### src/design/slp_pkg.sv
// ----------------------------------------------------------------------------
// slp_pkg
// Types and constants shared by the stage latency profiler modules.
// ----------------------------------------------------------------------------
package slp_pkg;

  localparam int unsigned NUM_STATS = 17;
  localparam int unsigned NUM_LAT   = 5;
  localparam int unsigned TS_W      = 32;
  localparam int unsigned STAT_W    = 64;
  localparam int unsigned IDX_W     = 5;
  localparam int unsigned CFG_W     = 32;
  localparam int unsigned CFG_AW    = 2;

  // operation codes
  localparam logic [2:0] OP_RECV      = 3'd0;
  localparam logic [2:0] OP_DEC_BEGIN = 3'd1;
  localparam logic [2:0] OP_DEC_END   = 3'd2;
  localparam logic [2:0] OP_HND_BEGIN = 3'd3;
  localparam logic [2:0] OP_HND_END   = 3'd4;
  localparam logic [2:0] OP_REPORT    = 3'd5;

  // configuration register indexes
  localparam logic [CFG_AW-1:0] CFG_PAYLOAD_MIN = 2'd0;
  localparam logic [CFG_AW-1:0] CFG_SLOW_A      = 2'd1;
  localparam logic [CFG_AW-1:0] CFG_SLOW_B      = 2'd2;

  localparam logic [15:0]     PAYLOAD_MIN_RST = 16'd128;
  localparam logic [TS_W-1:0] SLOW_A_RST      = 32'd16667;
  localparam logic [TS_W-1:0] SLOW_B_RST      = 32'd33333;

  // statistic indexes
  localparam logic [IDX_W-1:0] ST_FRAMES    = 5'd0;
  localparam logic [IDX_W-1:0] ST_ERRORS    = 5'd1;
  localparam logic [IDX_W-1:0] ST_UNM_DEC   = 5'd2;
  localparam logic [IDX_W-1:0] ST_UNM_HND   = 5'd3;
  localparam logic [IDX_W-1:0] ST_OVERWRITE = 5'd4;
  localparam logic [IDX_W-1:0] ST_SUM_BASE  = 5'd5;
  localparam logic [IDX_W-1:0] ST_SUM_LAST  = 5'd9;
  localparam logic [IDX_W-1:0] ST_MAX_BASE  = 5'd10;
  localparam logic [IDX_W-1:0] ST_MAX_LAST  = 5'd14;
  localparam logic [IDX_W-1:0] ST_SLOW_A    = 5'd15;
  localparam logic [IDX_W-1:0] ST_SLOW_B    = 5'd16;

  typedef struct packed {
    logic [2:0]         operation;
    logic [TS_W-1:0]    timestamp_us;
    logic [15:0]        request_bytes;
    logic signed [15:0] transfer_count;
    logic               from_receiver;
    logic               failed;
  } in_word_t;

  typedef struct packed {
    logic [IDX_W-1:0]  stat_index;
    logic [STAT_W-1:0] stat_value;
    logic              last_item;
  } out_word_t;

  // work handed to the statistics engine
  typedef struct packed {
    logic                           report;
    logic [NUM_STATS-1:0]           mask;
    logic [NUM_LAT-1:0][TS_W-1:0]   lat;
  } slp_job_t;

endpackage

### src/design/slp_stat_engine.sv
// ----------------------------------------------------------------------------
// slp_stat_engine
// Statistics store: one 17 x 64 memory, updated by read-modify-write, one
// entry per cycle unless a report word stalls; streamed out and cleared on a report.
// ----------------------------------------------------------------------------
module slp_stat_engine
  import slp_pkg::*;
(
  input  logic      clk,
  input  logic      rst_n,
  input  logic      start,
  input  slp_job_t  job,
  output logic      busy,
  output logic      out_valid,
  input  logic      out_ready,
  output out_word_t out_word
);

  logic [STAT_W-1:0] mem [NUM_STATS];

  logic [NUM_STATS-1:0]         ent_vld_r;
  logic [NUM_STATS-1:0]         mask_r;
  logic                         rpt_r;
  logic [NUM_LAT-1:0][TS_W-1:0] lat_r;

  logic [STAT_W-1:0] rd_data_r;
  logic              rd_vld_r;
  logic              w_vld_r;
  logic [IDX_W-1:0]  w_idx_r;

  logic      out_valid_r;
  out_word_t out_word_r;

  logic              adv;
  logic              rd_en;
  logic [IDX_W-1:0]  rd_idx;
  logic [STAT_W-1:0] old_val;
  logic [STAT_W-1:0] wr_data;
  logic [IDX_W-1:0]  lat_off;
  logic [TS_W-1:0]   lat_sel;

  // hold the write stage while a report word waits at the output
  assign adv = !(w_vld_r && rpt_r && out_valid_r && !out_ready);

  always_comb begin
    rd_idx = '0;
    for (int i = NUM_STATS - 1; i >= 0; i--) begin
      if (mask_r[i]) rd_idx = IDX_W'(i);
    end
  end

  assign rd_en = adv && (mask_r != '0);

  always_comb begin
    old_val = rd_vld_r ? rd_data_r : '0;
    lat_off = (w_idx_r <= ST_SUM_LAST) ? (w_idx_r - ST_SUM_BASE) : (w_idx_r - ST_MAX_BASE);
    lat_sel = lat_r[lat_off[2:0]];
    if (rpt_r) begin
      wr_data = '0;
    end else if (w_idx_r >= ST_SUM_BASE && w_idx_r <= ST_SUM_LAST) begin
      wr_data = old_val + {32'd0, lat_sel};
    end else if (w_idx_r >= ST_MAX_BASE && w_idx_r <= ST_MAX_LAST) begin
      wr_data = (lat_sel > old_val[TS_W-1:0]) ? {32'd0, lat_sel} : old_val;
    end else begin
      wr_data = {32'd0, old_val[TS_W-1:0] + 32'd1};
    end
  end

  always_ff @(posedge clk) begin
    if (rd_en) begin
      rd_data_r <= mem[rd_idx];
    end
    if (w_vld_r && adv) begin
      mem[w_idx_r] <= wr_data;
    end
  end

  always_ff @(posedge clk) begin
    if (!rst_n) begin
      ent_vld_r   <= '0;
      mask_r      <= '0;
      rpt_r       <= 1'b0;
      rd_vld_r    <= 1'b0;
      w_vld_r     <= 1'b0;
      w_idx_r     <= '0;
      out_valid_r <= 1'b0;
    end else begin
      if (start) begin
        mask_r <= job.mask;
        rpt_r  <= job.report;
        lat_r  <= job.lat;
      end else if (rd_en) begin
        mask_r[rd_idx] <= 1'b0;
      end
      if (adv) begin
        w_vld_r <= rd_en;
        if (rd_en) begin
          w_idx_r  <= rd_idx;
          rd_vld_r <= ent_vld_r[rd_idx];
        end
        if (w_vld_r) begin
          ent_vld_r[w_idx_r] <= 1'b1;
        end
      end
      if (w_vld_r && rpt_r && adv) begin
        out_valid_r           <= 1'b1;
        out_word_r.stat_index <= w_idx_r;
        out_word_r.stat_value <= old_val;
        out_word_r.last_item  <= (w_idx_r == ST_SLOW_B);
      end else if (out_ready) begin
        out_valid_r <= 1'b0;
      end
    end
  end

  assign busy      = (mask_r != '0) || w_vld_r;
  assign out_valid = out_valid_r;
  assign out_word  = out_word_r;

endmodule

### src/design/stage_latency_profiler.sv
// ----------------------------------------------------------------------------
// stage_latency_profiler
// Tracks a frame through receive, decrypt and handover stages and keeps
// event counts and latency sums/maxima; a report streams 17 words.
// ----------------------------------------------------------------------------
// Timing: an event that changes no statistic (receive, ignored events)
// starts no engine work. Otherwise the statistics memory is walked one
// entry per cycle with a read-modify-write pipeline, held while a report
// word waits at the output, and in_ready stays low until every statistic
// the event touches is written. Reset needs no clearing pass: per-entry
// valid bits make fresh entries read zero.
module stage_latency_profiler
  import slp_pkg::*;
(
  input  logic             clk,
  input  logic             rst_n,
  input  logic             in_valid,
  output logic             in_ready,
  input  in_word_t         in_word,
  output logic             out_valid,
  input  logic             out_ready,
  output out_word_t        out_word,
  input  logic             cfg_we,
  input  logic [CFG_AW-1:0] cfg_addr,
  input  logic [CFG_W-1:0] cfg_wdata
);

  logic [15:0]     payload_min_r;
  logic [TS_W-1:0] slow_a_r;
  logic [TS_W-1:0] slow_b_r;

  logic [TS_W-1:0]      pend_r, pend_nxt;
  logic [3:0][TS_W-1:0] st_r, st_nxt;
  logic dec_act_r, dec_act_nxt;
  logic dec_rdy_r, dec_rdy_nxt;
  logic hnd_act_r, hnd_act_nxt;

  logic     accept;
  logic     busy;
  logic     start;
  slp_job_t job;
  logic     cnt_pos;

  assign in_ready = !busy;
  assign accept   = in_valid && in_ready;
  assign cnt_pos  = in_word.transfer_count > 16'sd0;

  always_comb begin
    pend_nxt    = pend_r;
    st_nxt      = st_r;
    dec_act_nxt = dec_act_r;
    dec_rdy_nxt = dec_rdy_r;
    hnd_act_nxt = hnd_act_r;
    job.report  = 1'b0;
    job.mask    = '0;
    job.lat[0]  = st_r[1] - st_r[0];
    job.lat[1]  = st_r[2] - st_r[1];
    job.lat[2]  = st_r[3] - st_r[2];
    job.lat[3]  = in_word.timestamp_us - st_r[3];
    job.lat[4]  = in_word.timestamp_us - st_r[0];
    unique case (in_word.operation)
      OP_RECV: begin
        if (in_word.request_bytes > payload_min_r && cnt_pos && in_word.from_receiver)
          pend_nxt = in_word.timestamp_us;
      end
      OP_DEC_BEGIN: begin
        if (dec_act_r || dec_rdy_r || hnd_act_r) job.mask[ST_OVERWRITE] = 1'b1;
        if (pend_r == '0) begin
          job.mask[ST_UNM_DEC] = 1'b1;
          dec_act_nxt          = 1'b0;
        end else begin
          st_nxt[0]   = pend_r;
          st_nxt[1]   = in_word.timestamp_us;
          pend_nxt    = '0;
          dec_act_nxt = 1'b1;
          dec_rdy_nxt = 1'b0;
          hnd_act_nxt = 1'b0;
        end
      end
      OP_DEC_END: begin
        if (dec_act_r) begin
          st_nxt[2]   = in_word.timestamp_us;
          dec_act_nxt = 1'b0;
          dec_rdy_nxt = !in_word.failed;
          job.mask[ST_ERRORS] = in_word.failed;
        end
      end
      OP_HND_BEGIN: begin
        if (!dec_rdy_r) begin
          job.mask[ST_UNM_HND] = 1'b1;
          hnd_act_nxt          = 1'b0;
        end else begin
          st_nxt[3]   = in_word.timestamp_us;
          dec_rdy_nxt = 1'b0;
          hnd_act_nxt = 1'b1;
        end
      end
      OP_HND_END: begin
        if (hnd_act_r) begin
          job.mask[ST_FRAMES] = 1'b1;
          for (int i = 0; i < NUM_LAT; i++) begin
            job.mask[int'(ST_SUM_BASE) + i] = 1'b1;
            job.mask[int'(ST_MAX_BASE) + i] = 1'b1;
          end
          job.mask[ST_SLOW_A] = job.lat[4] > slow_a_r;
          job.mask[ST_SLOW_B] = job.lat[4] > slow_b_r;
          hnd_act_nxt = 1'b0;
        end
      end
      OP_REPORT: begin
        job.report = 1'b1;
        job.mask   = '1;
      end
      default: begin
      end
    endcase
  end

  assign start = accept && (job.mask != '0);

  always_ff @(posedge clk) begin
    if (!rst_n) begin
      payload_min_r <= PAYLOAD_MIN_RST;
      slow_a_r      <= SLOW_A_RST;
      slow_b_r      <= SLOW_B_RST;
      pend_r        <= '0;
      st_r          <= '0;
      dec_act_r     <= 1'b0;
      dec_rdy_r     <= 1'b0;
      hnd_act_r     <= 1'b0;
    end else begin
      if (cfg_we) begin
        unique case (cfg_addr)
          CFG_PAYLOAD_MIN: payload_min_r <= cfg_wdata[15:0];
          CFG_SLOW_A:      slow_a_r      <= cfg_wdata;
          CFG_SLOW_B:      slow_b_r      <= cfg_wdata;
          default: begin
          end
        endcase
      end
      if (accept) begin
        pend_r    <= pend_nxt;
        st_r      <= st_nxt;
        dec_act_r <= dec_act_nxt;
        dec_rdy_r <= dec_rdy_nxt;
        hnd_act_r <= hnd_act_nxt;
      end
    end
  end

  slp_stat_engine u_stat (
    .clk       (clk),
    .rst_n     (rst_n),
    .start     (start),
    .job       (job),
    .busy      (busy),
    .out_valid (out_valid),
    .out_ready (out_ready),
    .out_word  (out_word)
  );

endmodule

### config.mk
export PLATFORM = sky130hd
export DESIGN_NAME = stage_latency_profiler
export DESIGN_NICKNAME = d
export VERILOG_FILES = /design/src/design/slp_pkg.sv /design/src/design/slp_stat_engine.sv /design/src/design/stage_latency_profiler.sv
export SDC_FILE = /design/constraint.sdc
export NUM_CORES = 2
export LEC_CHECK = 0
export BUFFER_PORTS_ARGS = -buffer_cell sky130_fd_sc_hd__buf_4
export CORE_UTILIZATION = 40
export CTS_BUF_LIST = sky130_fd_sc_hd__clkbuf_8
export CTS_CLUSTER_SIZE = 28
export DETAILED_ROUTE_END_ITERATION = 10
export MAX_ROUTING_LAYER = met4
export PLACE_DENSITY = 0.55
export SLEW_MARGIN = 10
export SYNTH_ARGS = -nofsm -noshare
export SYNTH_HDL_FRONTEND = slang
export SYNTH_SLANG_ARGS = --single-unit
### constraint.sdc
create_clock -name clk -period 7.5 [get_ports clk]
set_input_delay 0.75 -clock clk [delete_from_list [all_inputs] [get_ports clk]]
set_output_delay 0.75 -clock clk [all_outputs]
set_load 0.005 [all_outputs]
==> results.md <==
* Starting density of the core at 0.403
* Clk slew on worst S/H paths at 0.06 ns
* Slowest CP cell: a21oi_1
* Max incr delay on CP at 0.91 ns
* DRC at 0
* Vert. Die Dim at 442 µm
* # setup viols final at 0
* Final ANT Viol Nets at 0
* Slew Limit Fails at 0
* Sequential share of power at 0.453
* Status: finished, final reports clean
* P per Cell Area at 278 mW/mm²
* Overall routed net length at 247000 µm
* Die Area at 0.196 mm²
* Worst EP arrival at 7.66 ns
* Vias in the first global route at 53400
* Area of the mapped netlist at 0.0776 mm²
* Reg-to-Reg End: u_stat.mem[15][44]
* CTS tree: built
* Synth Warn # at 0
* Post-route cell area at 0.0886 mm²
* Largest net degree at the start of global routing at 207
* Power share of the combinational group at 0.223
* Lkg Pwr at 31.1 nW
* Site row count at 161
* Prevailing post-synth register cell: edfxtp_1
* Total core area at 0.193 mm²
* Flop-to-flop setup slack at 0.53 ns
* Post-CTS Setup Repair Bufs at 0
* Area grow syn2layout at 14.1%
* PortBufs at 179
* Switching Power at 7.78 mW
* Average wire per standard cell at 25.2 µm
* Worst Path Max Fanout at 31
* Type of the tightest min-delay check: in2reg
* Max Cap Violations at 0
* Register area share after synthesis at 0.609
* Root Driver: clkbuf_8
* Clk_lat worst skew at 1.05 ns
* CP Launch Point: u_stat.w_idx_r[1]
* Setup TNS at 0 ns
* Placed cell area at 0.0825 mm²
* RD Place Congestion at 0.921
* Iteration-0 DRC Markers at 4735
* Worst flop-to-flop path startpoint: u_stat.w_idx_r[1]
* Hold Vio Cnt, Final at 0
* Final worst slack at 0.531 ns
* Power Internal at 16.8 mW
* Clk pwr share at 0.325
* H-Tree Depth at 5
* Worst EP required at 8.19 ns
* First-pass GRT wire length at 359000 µm
* Register bit count reported by yosys at 1668
* Synthesized Nets at 7143
* Cell chain of the critical path: inv_1, ha_1, a22oi_1, a21oi_1, buf_4, a21oi_4, buf_12, mux4_2, a22o_1, ha_1, nor4_1, and3_1, o211ai_1, o211ai_1, nand3_1, a31oi_1, and2_1, nand3_1, a21oi_1
* CP Capture Type: register
* Slew @ Worst Pin at 1.32 ns
* Peak VDD IR at 207 µV
* TritonCTS buffer count at 304
* Switch share at 0.316
* Worst Hold Path EP: pend_r[21]
* Startpoint types: register
* Netlist cell types at 89
* Hold wc startpoint: in_word[55]
* Global route overflow at 0
* Period utilization at 0.929
* Syn Area/Cell at 11.5 µm²
* Hold Crit Depth at 2
* Nets at 7495
* Ys async rst share at 0
* Drt via density at 5.61
* Unrepaired setup endpoints after global routing: no
* Placed Cells incl. Taps at 9238
* Finished Core Util at 0.460
* Drt pass-1 iters at 6
* Maximum clock frequency at 143 MHz
* Post-Route Skew at 0.0849 ns
* Post-route insts no fill at 9813
* Ports at 180
* Fillers at 17700
* R2R depth at 19
* CTS sink cnt at 1668
* Tmin final at 6.97 ns
* DPL Wire Length at 151000 µm
* Post-synth EDFFs at 1382
* Initial antenna violation count at 6
* Clk buf depth at 4
* Die extent in x at 442 µm
* Cells after Synth at 6721
* Via count at 55100
* Post-place setup slack at 0.418 ns
* Layout cells sized above 1 at 0.115
* Critical path class: reg2reg
* Total track usage at 0.255
* Relative slew slack at 0.117
==> cells in the mapped netlist, types with 98 or more instances <==
cell type,number,area [µm²]
a21boi_0,213,1600
a21oi_1,221,1110
a31oi_1,98,613
and3_1,101,632
clkbuf_1,309,1160
dfxtp_1,286,5730
edfxtp_1,1382,41500
ha_1,308,3850
inv_1,321,1200
mux2i_1,205,2050
nand2_1,1314,4930
nand3_1,388,1940
nor2_1,216,811
o21ai_0,149,746
xnor2_1,129,1130
==> power by group through the flow <==
stage	Sequential [mW]	Combinational (mW)	Clock, mW
global placement	11.3	5.38	0
finish	11.1	5.47	7.99
floorplan	11.2	3.37	0
global route	11.2	5.90	8.53
detailed placement	11.3	5.41	0
CTS	11.1	5.46	8.14
==> per-stage QoR <==
step | total power, mW | hold slack (ns)
6_report | 24.6 | 0.0841
5_1_grt | 25.6 | 0.0224
4_1_cts | 24.7 | 0.00240
3_5_place_dp | 16.7 | 0.448
3_3_place_gp | 16.7 | 0.439
2_1_floorplan | 14.6 | 0.433
==> cells by family after synthesis <==
logic type / Yosys count / synth area share
xor+xnor: 164 / 0.0185
flops: 1668 / 0.609
mux: 240 / 0.0362
buf+inv: 666 / 0.0326
fa+ha+maj: 314 / 0.0512
compound gates: 1299 / 0.117
simple gates: 2370 / 0.136
==> worst max path at each step <==
stage | to | slack [ns] | cells after the start
2_1_floorplan | u_stat.mem[0][2] | 0.58 | 22
6_report | u_stat.mem[15][44] | 0.53 | 19
4_1_cts | u_stat.mem[13][36] | 0.41 | 20
5_1_grt | u_stat.mem[15][44] | 0.002 | 19
3_5_place_dp | u_stat.mem[6][36] | 0.42 | 20
3_3_place_gp | u_stat.mem[14][60] | 0.57 | 19
==> timing repair <==
item,4_1_cts,5_1_grt
setup endpoints to repair,0,51
hold endpoints to repair,145,0
hold buffers,55,0
resized for setup,0,3
==> registers in the layout, summed over array words and instances, names as in the netlist <==
register          cells
slow_b_r             32
u_stat.rd_data_r     64
u_stat.lat_r        160
st_r                128
u_stat.ent_vld_r     17
u_stat.mem         1088
u_stat.mask_r        17
dec_act_r             1
hnd_act_r             1
payload_min_r        16
dec_rdy_r             1
u_stat.rd_vld_r       1
u_stat.w_idx_r        5
slow_a_r             32
u_stat.out_word      70
u_stat.out_valid      1
u_stat.rpt_r          1
u_stat.w_vld_r        1
pend_r               32
==> worst max-delay path, delay by kind of cell, from the launching register on <==
| kind | cells | cell delay, ns |
|---|---|---|
| AO/OA/AOI/OAI | 8 | 2.94 |
| AND/OR/NAND/NOR | 5 | 1.46 |
| adder cells (fa/ha/maj) | 2 | 0.64 |
| buffers and inverters | 3 | 0.60 |
| multiplexers | 1 | 0.53 |
| flip-flops | 1 | 0.44 |
==> routing by layer <==
metal,share of wire,track usage,wire length [µm]
met5,0,-,0
met4,0.037,0.0935,9200
met3,0.055,0.0306,13600
met2,0.48,0.407,118000
met1,0.43,0.333,107000
==> cells in the final DEF, fill, tap and decap left out, drive strengths merged, types with 17 or more instances in the layout <==
cell / count
o21bai: 24
a21o: 63
nor2b: 56
a311oi: 68
dlygate4sd3: 55
dfxtp: 286
a21oi: 222
o31ai: 19
ha: 308
xor2: 35
o22ai: 17
o21a: 72
inv: 404
nand2b: 44
clkbuf: 331
a22o: 62
buf: 336
a31oi: 98
edfxtp: 1382
nand4: 48
nor4: 34
mux2i: 205
clkinv: 87
a21boi: 214
mux4: 32
nor3: 60
xnor2: 129
and3: 101
nand2: 1314
or3: 17
nand3: 389
and2: 47
a221oi: 19
a32oi: 66
nor2: 217
o21ai: 153
o211ai: 34
a211oi: 90
==> final cells by class <==
type	instances	area [µm²]	area share
clock buffer	331	4560	0.0514
tap	2526	3160	0.0357
timing repair buffer	391	3300	0.0373
clock inverter	184	920	0.0104
antenna	5	12.5	0.000141
inverter	321	1210	0.0136
sequential	1668	47200	0.533
multi-input combinational	4387	28200	0.318
No activity file was read; power rests on OpenSTA's default activity.
